File: config.mk
export PLATFORM = sky130hd
export DESIGN_NAME = tdmh_id_chain
export DESIGN_NICKNAME = d
export VERILOG_FILES = /design/src/design/tdmh_pkg.sv /design/src/design/tdmh_id_chain.sv
export SDC_FILE = /design/constraint.sdc
export NUM_CORES = 1
export LEC_CHECK = 0
export CAP_MARGIN = 20
export CORE_MARGIN = 5
export CORE_UTILIZATION = 60
export CTS_BUF_LIST = sky130_fd_sc_hd__clkbuf_16
export CTS_CLUSTER_DIAMETER = 150
export DETAILED_ROUTE_END_ITERATION = 12
export DONT_BUFFER_PORTS = 1
export MAX_ROUTING_LAYER = met4
export PLACE_DENSITY = 0.74
export SLEW_MARGIN = 30
export SYNTH_ARGS = -nofsm -noshare
export SYNTH_HDL_FRONTEND = slang
export SYNTH_SLANG_ARGS = --single-unit
File: constraint.sdc
create_clock -name clk -period 2.6 [get_ports clk]
set_input_delay 0.52 -clock clk [delete_from_list [all_inputs] [get_ports clk]]
set_output_delay 0.52 -clock clk [all_outputs]
set_load 0.005 [all_outputs]
File: src/design/tdmh_pkg.sv
package tdmh_pkg;

	localparam int CAPACITY_DEF  = 32;
	localparam int TIME_BITS_DEF = 48;
	localparam int SLOTS         = 32;
	localparam logic [15:0] MIN_LEAD_RESET = 16'd100;

	localparam logic [1:0] FN_ADD    = 2'd0;
	localparam logic [1:0] FN_EXPIRE = 2'd1;
	localparam logic [1:0] FN_CANCEL = 2'd2;
	localparam logic [1:0] FN_NOP    = 2'd3;

	localparam logic [1:0] ST_OK     = 2'd0;
	localparam logic [1:0] ST_REFUSE = 2'd1;
	localparam logic [1:0] ST_NOREG  = 2'd2;

	localparam logic KIND_FIRED  = 1'b0;
	localparam logic KIND_STATUS = 1'b1;

	typedef struct packed {
		logic [1:0]  func;
		logic [47:0] now_us;
		logic [4:0]  timer_id;
		logic [31:0] interval_us;
		logic        repeat_flag;
	} in_t;

	typedef struct packed {
		logic        kind;
		logic [4:0]  fired_id;
		logic [1:0]  status;
		logic        top_changed;
		logic        deadline_valid;
		logic [47:0] next_deadline;
		logic        last;
	} out_t;

endpackage

File: src/design/tdmh_id_chain.sv
module tdmh_id_chain #(
	parameter int DEPTH = tdmh_pkg::CAPACITY_DEF
) (
	input  logic       clk,
	input  logic       arst_n,
	input  logic       push,
	input  logic [4:0] push_id,
	input  logic       shift,
	output logic [4:0] head,
	output logic       empty
);
	import tdmh_pkg::*;

	localparam int CW = $clog2(DEPTH + 1);

	logic [4:0]    cell_q [DEPTH];
	logic [CW-1:0] cnt_q;

	// Fill level: pushes land at the tail, a shift drops the head.
	always_ff @(posedge clk or negedge arst_n) begin
		if (!arst_n) begin
			cnt_q <= '0;
		end else if (shift) begin
			cnt_q <= cnt_q - CW'(1);
		end else if (push) begin
			cnt_q <= cnt_q + CW'(1);
		end
	end

	// Each cell takes its upper neighbor on a shift or the new id when it is the tail.
	for (genvar k = 0; k < DEPTH; k++) begin : g_cell
		always_ff @(posedge clk) begin
			if (shift) begin
				cell_q[k] <= (k == DEPTH - 1) ? 5'd0 : cell_q[(k + 1) % DEPTH];
			end else if (push && cnt_q == CW'(k)) begin
				cell_q[k] <= push_id;
			end
		end
	end

	assign head  = cell_q[0];
	assign empty = (cnt_q == '0);
endmodule

# After elaboration in Yosys (flattened, before gate mapping)
# Memories as Yosys holds them, arrays and structs flattened.
# Cells that the tools add are included.
[word_totals]
register_bits = 6
mem_bits_rw = 160
inputBits = 9
output_inout_bits = 6
mem_count = 1
[mem_list]
columns = ["memory", "depth", "width", "read_ports", "rd_ports_with_merged_regs", "write_ports", "line", "rtl"]
rows = [
  ["cell_q", 32, 5, 32, 0, 32, "tdmh_id_chain.sv:16", "logic [4:0] cell_q [DEPTH];"],
]
[op_classes]
add_sub_neg = 2
n_eq_ne = 31
mux = 132
bitwise_logic = 32
n_reduce_logical = 34
[ops]
columns = ["operator", "n"]
rows = [
  ["$mux 5", 32],
  ["$mux 1", 98],
  ["$eq 6x5->1 const B", 16],
  ["$eq 6x4->1 const B", 8],
  ["$logic_and 1x1->1", 32],
  ["$or 1x1->1", 32],
  ["$eq 6x3->1 const B", 4],
  ["$eq 6x2->1 const B", 2],
  ["$mux 6", 2],
  ["$add 6x1->6 const B", 1],
  ["$eq 6x1->1 const B", 1],
  ["$logic_not 6->1", 1],
  ["$sub 6x1->6 const B", 1],
  ["$reduce_bool 2->1", 1],
]

# Longest topological paths before layout
# Gate-level depths: netlist (run 1).
[depth]
ltp_word = 6
mapped_depth = 6
depth_no_buf = 5

# Least setup slack after synthesis (run 1)
# OpenSTA, ideal clock, no wires.
[synth_path]
path_type = "flip-flop to flip-flop"
start = "register cnt_q[0]"
end = "memory cell_q[12][0] (netlist: cell_q[0][60]), enable pin"
setup_time_ps = 374
arrival_time_ps = 1653
slack_ps = 573
path_stages_with_launch = 5
n_path_buf = 0
synth_period_minus_slack_ps = 2027
path_cell_list = "dfrtp_1 > inv_1 > ha_1 > nand3_1 > o21ai_0"
[synth_lines]
columns = ["item", "line", "rtl"]
rows = [
  ["from (decl)", "tdmh_id_chain.sv:17", "logic [CW-1:0] cnt_q;"],
  ["from (signal assigned)", "tdmh_id_chain.sv:24", "cnt_q <= cnt_q - CW'(1);"],
  ["from (signal assigned)", "tdmh_id_chain.sv:26", "cnt_q <= cnt_q + CW'(1);"],
  ["to (decl)", "tdmh_id_chain.sv:16", ""],
]

# Worst setup path in the final report (run 1)
[layout_path]
start = "register cnt_q[0]"
end = "output empty"
[layout_via]
elab_chain_len = 1
[layout_rtl]
columns = ["item", "line", "rtl"]
rows = [
  ["$logic_not 6->1", "tdmh_id_chain.sv:42", "assign empty = (cnt_q == '0);"],
  ["to (decl)", "tdmh_id_chain.sv:10", "output logic empty"],
]
# No other way between the ends.

==> flow_summary.yaml, run 1 <==
sta:
  worst_slack_ns: 0.257
  max_freq_mhz: 427
  whs_ns: 0.296
  hold_viol: 0
  worst_slew_pin_slew_ns: 0.718
  slew_headroom_pct: 51.7
  slew_violations: 0
  rsz0062_at_grt: "no"
  fin_crit_sh_pct: 90.1
  fin_skew_ns: 0.00745
  finalSetupTns_ns: 0
  setup_viol: 0
  finalCriticalPeriod_ns: 2.34
yosys:
  synth_common_cells: "160 x edfxtp_1, 128 x mux2_2, 34 x o21ai_0"
  synth_area_leaders: "edfxtp_1 60%, mux2_2 18%, nor2_8 4.8%, mux2_1 3.8%, o21ai_0 2.1%"
  syn_avg_cell_area_sq_um: 16.6
  synth-edff-count: 160
  synth_top_flop_cell: "edfxtp_1"
  yosysUniqueCellTypes: 34
  syn-cell-area_sq_mm: 0.00795
  synth_top_area_cell: "edfxtp_1"
  syn-instance-count: 479
  yosys_warnings: 0
  synthArstFlopShare_pct: 3.61
  synth_top_area_share_pct: 60.4
  synth.most_common_cell: "edfxtp_1"
  synth_seq_area_share_pct: 62.3
  syn_nets: 493
  synth_seq_cells: 166
drt:
  antenna_left: 0
  drc: 0
  wl_per_cell_um: 20.7
  drt_iter0_markers: 220
  vias: 3964
  firstDrtPassIters: 4
  totalWireLength_mm: 14.3
  vias_per_cell: 5.74
worst_setup_path:
  crit_chain: "inv_1 -> ha_1 -> nand2_1 -> nor3_1"
  worstSetupPathType: "reg -> out"
  slowest_stage: "dfrtp_1"
  arrival_ns: 1.82
  required_ns: 2.08
  cp-end-kind: "primary output"
  crit_fanout: 6
  setup.worst_path.start_class: "flop"
  cp_slowest_stage_delay_ns: 0.44
clocking:
  cts_resized: 0
  cts_root_buf: "clkbuf_16"
  clock_sinks: 166
  cts_tree: "built"
  cts_setup_buffers: 0
  htree_num_levels: 4
  clk_path_buf_depth: 2
  cts_buffers: 17
  clk_latency_ns: 0.43
  clk_pin_slew_ns: 0.06
global_routing:
  overflow: 0
  grt_pass1_wl_mm: 23.1
  grt_start_max_net_pins: 33
  first_global_vias: 4224
  antenna_found_initial: 0
  grtUsageTotal_pct: 19.8
finish:
  diodes: 0
  nFillCells: 902
  final_cell_area_sq_mm: 0.00883
  stdcell_count: 691
  seqCellArea_sq_mm: 0.00495
  drive_gt1_share_pct: 44.5
  multi_input_area_sq_mm: 0.00280
  fin_nets: 516
  area_delta_synth_final_pct: 11.0
placed_design:
  dp_cells: 658
  hpwl_mm: 9.47
  finalWeightedCongestion: 0.845
  pre_cts_slack_ns: 0.413
  portBuffers: 0
  dpl_cell_area_sq_mm: 0.00825
worst_hold_path:
  hold_class: "in -> reg"
power:
  p_leak_nw: 3.41
  p_per_area_mw_per_mm2: 782
  worst_ir_drop_vdd_mv: 0.482
die:
  core_region_area_sq_mm: 0.0131
  start_util_pct: 60.5
  die_area_sq_mm: 0.0157
  die_w_um: 125
  ios: 15
  dieHeight_um: 125
  row_count: 42
run:
  drv_cap: 0
status:
  status: "complete, no violations"
report_power, final:
part,internal [W],switching [W]
Combinational,0.000400,0.000669
Clock,0.00140,0.000993
Sequential,0.00327,0.000175
Total,0.00507,0.00184
through the flow:
step / utilization (%) / power [W]
2_1_floorplan: - / 0.00435
3_5_place_dp: 62.8 / 0.00457
6_report: 67.2 / 0.00691
4_1_cts: 67.2 / 0.00696
3_3_place_gp: 62.8 / 0.00454
5_1_grt: 67.2 / 0.00718
registers in the layout, summed over array words and instances (netlist names):
| signal | cells |
|---|---|
| cell_q | 160 |
| cnt_q | 6 |
critical path: cells and delay by family, from the launching register on:
| family | cells | cell delay (ns) |
|---|---|---|
| buf+inv | 1 | 0.13 |
| flops | 1 | 0.44 |
| fa+ha+maj | 1 | 0.30 |
| simple gates | 2 | 0.52 |
logic make-up after synthesis:
group	Yosys count	synth area share (%)
and+or+nand+nor	75	9.45
AOI/OAI and AO/OA	38	2.50
DFF	166	62.3
adders and majority gates	5	0.787
muxes	155	21.9
buffers and inverters	35	2.47
xor gates and xnor gates	5	0.551
final timing paths:
| check | endpoint | slack (ns) | cells after the start | startpoint |
|---|---|---|---|---|
| setup / recovery | empty | 0.26 | 4 | cnt_q[0] |
| hold reg to reg | cell_q[0][60] | 0.53 | 1 | cell_q[0][65] |
| hold / removal | cnt_q[0] | 0.30 | 2 | push |
| max in group asynchronous | cnt_q[1] | 1.97 | 1 | arst_n |
| min in group asynchronous | cnt_q[2] | 0.41 | 1 | arst_n |
| setup reg to reg | cell_q[1][28] | 0.38 | 4 | cnt_q[1] |
final cells by class:
| type | instances | area share, % |
|---|---|---|
| sequential | 166 | 56.1 |
| multi-input combinational | 278 | 31.8 |
| clock buffer | 17 | 4.82 |
| timing repair buffer | 36 | 3.09 |
| tap | 176 | 2.49 |
| clock inverter | 15 | 1.59 |
| inverter | 3 | 0.128 |
placed cells by master, fill, tap and decap left out:
master / netlist / routed
a22oi_1: 1 / 1
o21ai_0: 34 / 34
o32ai_1: 1 / 1
nor2_2: 5 / 5
clkinv_1: 0 / 1
ha_1: 5 / 5
clkinvlp_4: 0 / 4
and2b_1: 2 / 2
mux2_2: 128 / 128
bufinv_16: 0 / 2
clkinv_4: 0 / 2
edfxtp_1: 160 / 160
nand2b_1: 1 / 1
nand2_1: 17 / 17
or3b_2: 1 / 1
and2_4: 1 / 1
dfrtp_1: 6 / 6
and2_1: 5 / 5
xnor2_1: 2 / 2
nand3_4: 4 / 4
nor2_8: 19 / 19
dlygate4sd3_1: 0 / 1
nor3_1: 2 / 2
o22ai_1: 2 / 2
xor2_1: 3 / 3
buf_4: 8 / 35
mux2_1: 27 / 27
and2b_4: 2 / 2
clkinv_2: 0 / 5
nor2_1: 3 / 3
inv_1: 3 / 4
nand2_4: 2 / 2
nor4_1: 1 / 1
nor3_4: 1 / 1
nor3_2: 1 / 1
nand3_1: 8 / 8
clkbuf_16: 0 / 17
metal layers:
layer	global-route usage, %	routed length [um]	up-vias
met5	-	0	-
met4	7.08	185	0
met3	4.26	514	18
met2	33.6	7720	68
met1	23.6	5890	2015
li1	-	-	1863
repair_timing:
| action | in CTS | in global routing |
|---|---|---|
| endpoints found under the hold margin | 6 | 0 |
| endpoints found under the setup margin | 0 | 0 |
| hold buffers | 1 | 0 |
Note: power is estimated with default switching activity, not from simulation.
==> inputs of run 2 (changes only) <==
Settings changed: PLACE_DENSITY 0.74 to 0.85.
==> flow_summary.yaml, run 2 (same netlist as run 1, synthesis figures left out) <==
sta:
  fin_crit_sh_pct: 94.4
  rsz0062_at_grt: "no"
  fin_skew_ns: 0.0108
  worst_slew_pin_slew_ns: 0.718
  finalCriticalPeriod_ns: 2.46
  slew_violations: 0
  max_freq_mhz: 407
  hold_viol: 0
  slew_headroom_pct: 51.7
  whs_ns: 0.300
  setup_viol: 0
  finalSetupTns_ns: 0
global_routing:
  grt_pass1_wl_mm: 24.1
  antenna_found_initial: 0
  overflow: 0
  use_met2_pct: 34.5
  grt_start_max_net_pins: 33
  grt-busiest-layer: "met2"
  first_global_vias: 4382
  grtUsageTotal_pct: 20.6
  use_met3_pct: 5.29
  met1_usage_pct: 24.2
die:
  die_w_um: 125
  die_area_sq_mm: 0.0157
  start_util_pct: 60.5
  dieHeight_um: 125
  row_count: 42
  ios: 15
  core_region_area_sq_mm: 0.0131
finish:
  postLayoutCoreUtil_pct: 66.7
  fin_nets: 507
  drive_gt1_share_pct: 43.9
  diodes: 0
  largest_register: "cell_q"
  mostFrequentLayoutCells: "160 x edfxtp_1, 128 x mux2_2, 34 x o21ai_0, 27 x mux2_1, 26 x buf_4"
  reg_top3: "cell_q: 160 flops, cnt_q: 6 flops"
  largest_reg_flops: 160
  layout_commonest_cell: "edfxtp_1"
  area_delta_synth_final_pct: 10.1
status:
  status: "complete, no violations"
drt:
  antenna_left: 0
  vias_per_cell: 5.98
  wl_per_cell_um: 21.6
  vias: 4079
  totalWireLength_mm: 14.7
  firstDrtPassIters: 5
  drc: 0
  drt_iter0_markers: 352
worst_setup_path:
  crit_path_start: "cnt_q[0]"
  crit_chain: "inv_1 -> ha_1 -> nand2_1 -> nor3_1"
  regToRegStartpoint: "cnt_q[0]"
  required_ns: 2.08
  setup.worst_path.start_class: "flop"
  cp_slowest_stage_delay_ns: 0.44
  worstSetupPathType: "reg -> out"
  cp_top_family: "simple AND/OR/NAND/NOR gates"
  endpoint: "empty"
  rr_worst_depth: 4
  cp-end-kind: "primary output"
  arrival_ns: 1.94
  crit_fanout: 6
  timing.rr.end: "cell_q[0][50]"
  cp_num_buf_inv: 1
  crit_cells: 4
  slowest_stage: "dfrtp_1"
  r2r_setup_slack_ns: 0.27
power:
  p_per_area_mw_per_mm2: 788
  p_leak_nw: 3.37
  worst_ir_drop_vdd_mv: 0.467
clocking:
  clk_pin_slew_ns: 0.07
  cts_buffers: 17
  cts_tree: "built"
  cts_setup_buffers: 0
  clk_latency_ns: 0.43
  clock_sinks: 166
  cts_resized: 0
  clk_path_buf_depth: 2
  hold_buffers: 1
  cts_root_buf: "clkbuf_16"
  htree_num_levels: 4
placed_design:
  finalWeightedCongestion: 0.844
  hpwl_mm: 9.41
  portBuffers: 0
run:
  drv_cap: 0
worst_hold_path:
  hold_class: "in -> reg"
run 2: cell types whose count changed in the layout (fill, tap and decap cells not counted), sizes merged:
cell / before / now
clkinvlp: 4 / 2
inv: 4 / 11
buf: 35 / 26
bufinv: 2 / 0
clkinv: 8 / 5
run 2: per-layer routing:
layer / vias to the layer above / wire [um]
li1: 1843 / -
met1: 2098 / 5930
met2: 108 / 7870
met3: 30 / 620
met4: 0 / 295
met5: - / 0
run 2: worst min path at each step:
stage | from | to | slack [ns] | cells after the start
floorplan | arst_n | cnt_q[0] | 0.22 | 0
global placement | arst_n | cnt_q[5] | 0.22 | 0
detailed placement | arst_n | cnt_q[5] | 0.22 | 0
CTS | push | cnt_q[0] | 0.28 | 2
global route | push_id[1] | cell_q[0][61] | 0.28 | 1
finish | push_id[2] | cell_q[1][2] | 0.30 | 1
run 2: report_power, final:
part	switching, W	internal [W]
clock network	0.00112	0.00126
registers	0.000171	0.00327
logic	0.000696	0.000382
run 2: cell type report:
cell class	count	area (sq um)
Timing Repair Buffer	27	205
Clock inverter	15	140
Clock buffer	17	425
Sequential cell	166	4950
Fill cell	843	4380
Inverter	3	11.3
Tap cell	176	220
Multi-Input combinational cell	278	2800
run 2: metrics by stage:
stage / cells / instance area [sq um] / total power, W / worst slack [ns]
CTS: 682 / 8760 / 0.00693 / 0.145
finish: 682 / 8760 / 0.00690 / 0.145
global route: 682 / 8760 / 0.00717 / 0.0414
global placement: 649 / 8180 / 0.00451 / 0.409
detailed placement: 649 / 8180 / 0.00455 / 0.309
floorplan: 479 / 7950 / 0.00435 / 0.573
==> inputs of run 3 (changes only) <==
Settings changed: ABC_AREA from default to 1, CORE_ASPECT_RATIO from default to 1.2, PLACE_DENSITY 0.85 to default, PLACE_DENSITY_LB_ADDON from default to 0.05.
==> flow_summary.yaml, run 3 <==
drt:
  antenna_left: 0
  firstDrtPassIters: 5
  drt_iter0_markers: 446
  wl_per_cell_um: 18.1
  vias_per_cell: 5.75
  drc: 0
  vias: 4923
  totalWireLength_mm: 15.5
yosys:
  yosysUniqueCellTypes: 28
  synth_xor_area_share_pct: 0.345
  synth.most_common_cell: "nand2_1"
  synth_adder_area_share_pct: 0.822
  synth_seq_cells: 166
  synth_seq_area_share_pct: 65.1
  synth_top_family_by_area: "simple AND/OR/NAND/NOR gates"
  syn-cell-area_sq_mm: 0.00761
  synth_common_cells: "181 x nand2_1, 160 x edfxtp_1, 125 x o21ai_0"
  syn_nets: 693
  synth_mux_area_share_pct: 0
  synthArstFlopShare_pct: 3.61
  synth-edff-count: 160
  syn_avg_cell_area_sq_um: 11.2
  yosys_warnings: 0
  syn-instance-count: 679
  synth_top_area_cell: "edfxtp_1"
  synth_area_leaders: "edfxtp_1 63%, nand2_1 8.9%, o21ai_0 8.2%, o21ai_1 4.3%, nand4_2 2.5%"
  synth_top_area_share_pct: 63.2
  synth_top_flop_cell: "edfxtp_1"
  synth-simple-area-share_pct: 16.8
  synth_compound_area_share_pct: 12.6
global_routing:
  grt-busiest-layer: "met2"
  grt_pass1_wl_mm: 25.2
  use_met2_pct: 35.5
  grtUsageTotal_pct: 22.1
  antenna_found_initial: 1
  grt_start_max_net_pins: 68
  first_global_vias: 4830
  met1_usage_pct: 28.5
  use_met3_pct: 4.82
  overflow: 0
worst_hold_path:
  hold_class: "in -> reg"
power:
  worst_ir_drop_vdd_mv: 0.519
  p_leak_nw: 3.27
  power_frac_seq_pct: 48.7
  pwr-share-clk_pct: 34.6
  totalPowerFinal_w: 0.00733
  p_sw_w: 0.00224
  pwr-share-comb_pct: 16.7
  p_int_w: 0.00509
  p_per_area_mw_per_mm2: 876
  p_sw_share_pct: 30.6
finish:
  seqCellArea_sq_mm: 0.00495
  mostFrequentLayoutCells: "181 x nand2_1, 160 x edfxtp_1, 125 x o21ai_0, 65 x o21ai_1, 19 x inv_1"
  fin_nets: 692
  layout_commonest_cell: "nand2_1"
  area_delta_synth_final_pct: 9.98
  nFillCells: 939
  multi_input_area_sq_mm: 0.00233
  reg_top3: "cell_q: 160 flops, cnt_q: 6 flops"
  largest_register: "cell_q"
  largest_reg_flops: 160
  postLayoutCoreUtil_pct: 66.6
  drive_gt1_share_pct: 13.3
run:
  drv_cap: 0
worst_setup_path:
  crit_chain: "inv_1 -> ha_1 -> nand2_1 -> nor3_2"
  crit_path_start: "cnt_q[0]"
  cp-end-kind: "primary output"
  cp_slowest_stage_delay_ns: 0.42
  endpoint: "empty"
  setup.worst_path.start_class: "flop"
  crit_fanout: 6
  worstSetupPathType: "reg -> out"
  rr_worst_depth: 5
  slowest_stage: "dfrtp_1"
  required_ns: 2.08
  regToRegStartpoint: "cnt_q[0]"
  timing.rr.end: "cell_q[1][79]"
  arrival_ns: 1.87
  r2r_setup_slack_ns: 0.40
sta:
  hold_viol: 0
  fin_crit_sh_pct: 92.1
  max_freq_mhz: 418
  slew_violations: 0
  fin_skew_ns: 0.0117
  finalCriticalPeriod_ns: 2.39
  setup_viol: 0
  finalSetupTns_ns: 0
  worst_slew_pin_slew_ns: 0.818
  whs_ns: 0.274
  slew_headroom_pct: 44.9
  rsz0062_at_grt: "no"
  worst_slack_ns: 0.207
die:
  start_util_pct: 60.6
  row_count: 45
  die_w_um: 113
  dieHeight_um: 133
  ios: 15
  core_region_area_sq_mm: 0.0126
  die_area_sq_mm: 0.0150
placed_design:
  pre_cts_slack_ns: 0.403
  hpwl_mm: 10.0
  portBuffers: 0
  finalWeightedCongestion: 0.794
status:
  status: "complete, no violations"
clocking:
  clk_latency_ns: 0.43
  clk_pin_slew_ns: 0.06
  htree_num_levels: 4
  clock_sinks: 166
  cts_root_buf: "clkbuf_16"
  clk_path_buf_depth: 2
  cts_tree: "built"
  cts_buffers: 17
==> run 3: power by group through the flow <==
stage / clock (W) / combinational, W / sequential (W)
detailed placement: 0 / 0.00122 / 0.00362
CTS: 0.00256 / 0.00123 / 0.00357
global route: 0.00268 / 0.00136 / 0.00360
finish: 0.00254 / 0.00122 / 0.00357
floorplan: 0 / 0.00104 / 0.00351
global placement: 0 / 0.00118 / 0.00362
==> run 3: logic make-up after synthesis <==
logic type | after synthesis
AO/OA/AOI/OAI | 191
XOR/XNOR | 3
adder cells (fa/ha/maj) | 5
buffers and inverters | 66
flip-flops | 166
AND/OR/NAND/NOR | 248
==> run 3: worst min path at each step <==
stage,startpoint,cells after the start,slack (ns),end
final,shift,3,0.27,cnt_q[1]
after global routing,shift,3,0.28,cnt_q[1]
after CTS,shift,3,0.26,cnt_q[1]
after detailed placement,arst_n,0,0.22,cnt_q[4]
after global placement,arst_n,0,0.22,cnt_q[4]
after floorplan,arst_n,0,0.22,cnt_q[0]
==> run 3: layout make-up <==
class,instances,area share (%)
Antenna cell,1,0.0299
Clock buffer,17,5.08
Clock inverter,15,2.14
Inverter,28,1.29
Multi-Input combinational cell,447,27.8
Sequential cell,166,59.2
Tap cell,164,2.45
Timing Repair Buffer,18,1.94
==> run 3: timing repair <==
item                       4_1_cts  5_1_grt
setup endpoints to repair        0        1
hold endpoints to repair         6        0
hold buffers                     1        0
resized for setup                0        1
buffers inserted                 0        0
==> run 3: worst max-delay path, delay by kind of cell (launching register included) <==
family	cells	cell delay, ns
adders and majority gates	1	0.40
buffers and inverters	1	0.18
DFF	1	0.42
and+or+nand+nor	2	0.45
==> run 3: metal layers <==
layer / share of wire, % / vias up
li1: - / 2413
met1: 43 / 2355
met2: 51 / 140
met3: 5.6 / 15
met4: 0.96 / 0
met5: 0 / -
==> run 3: stage by stage <==
stage	instances	area (sq um)
2_1_floorplan	679	7610
4_1_cts	855	8360
5_1_grt	856	8370
3_5_place_dp	822	7740
3_3_place_gp	822	7740
6_report	856	8370
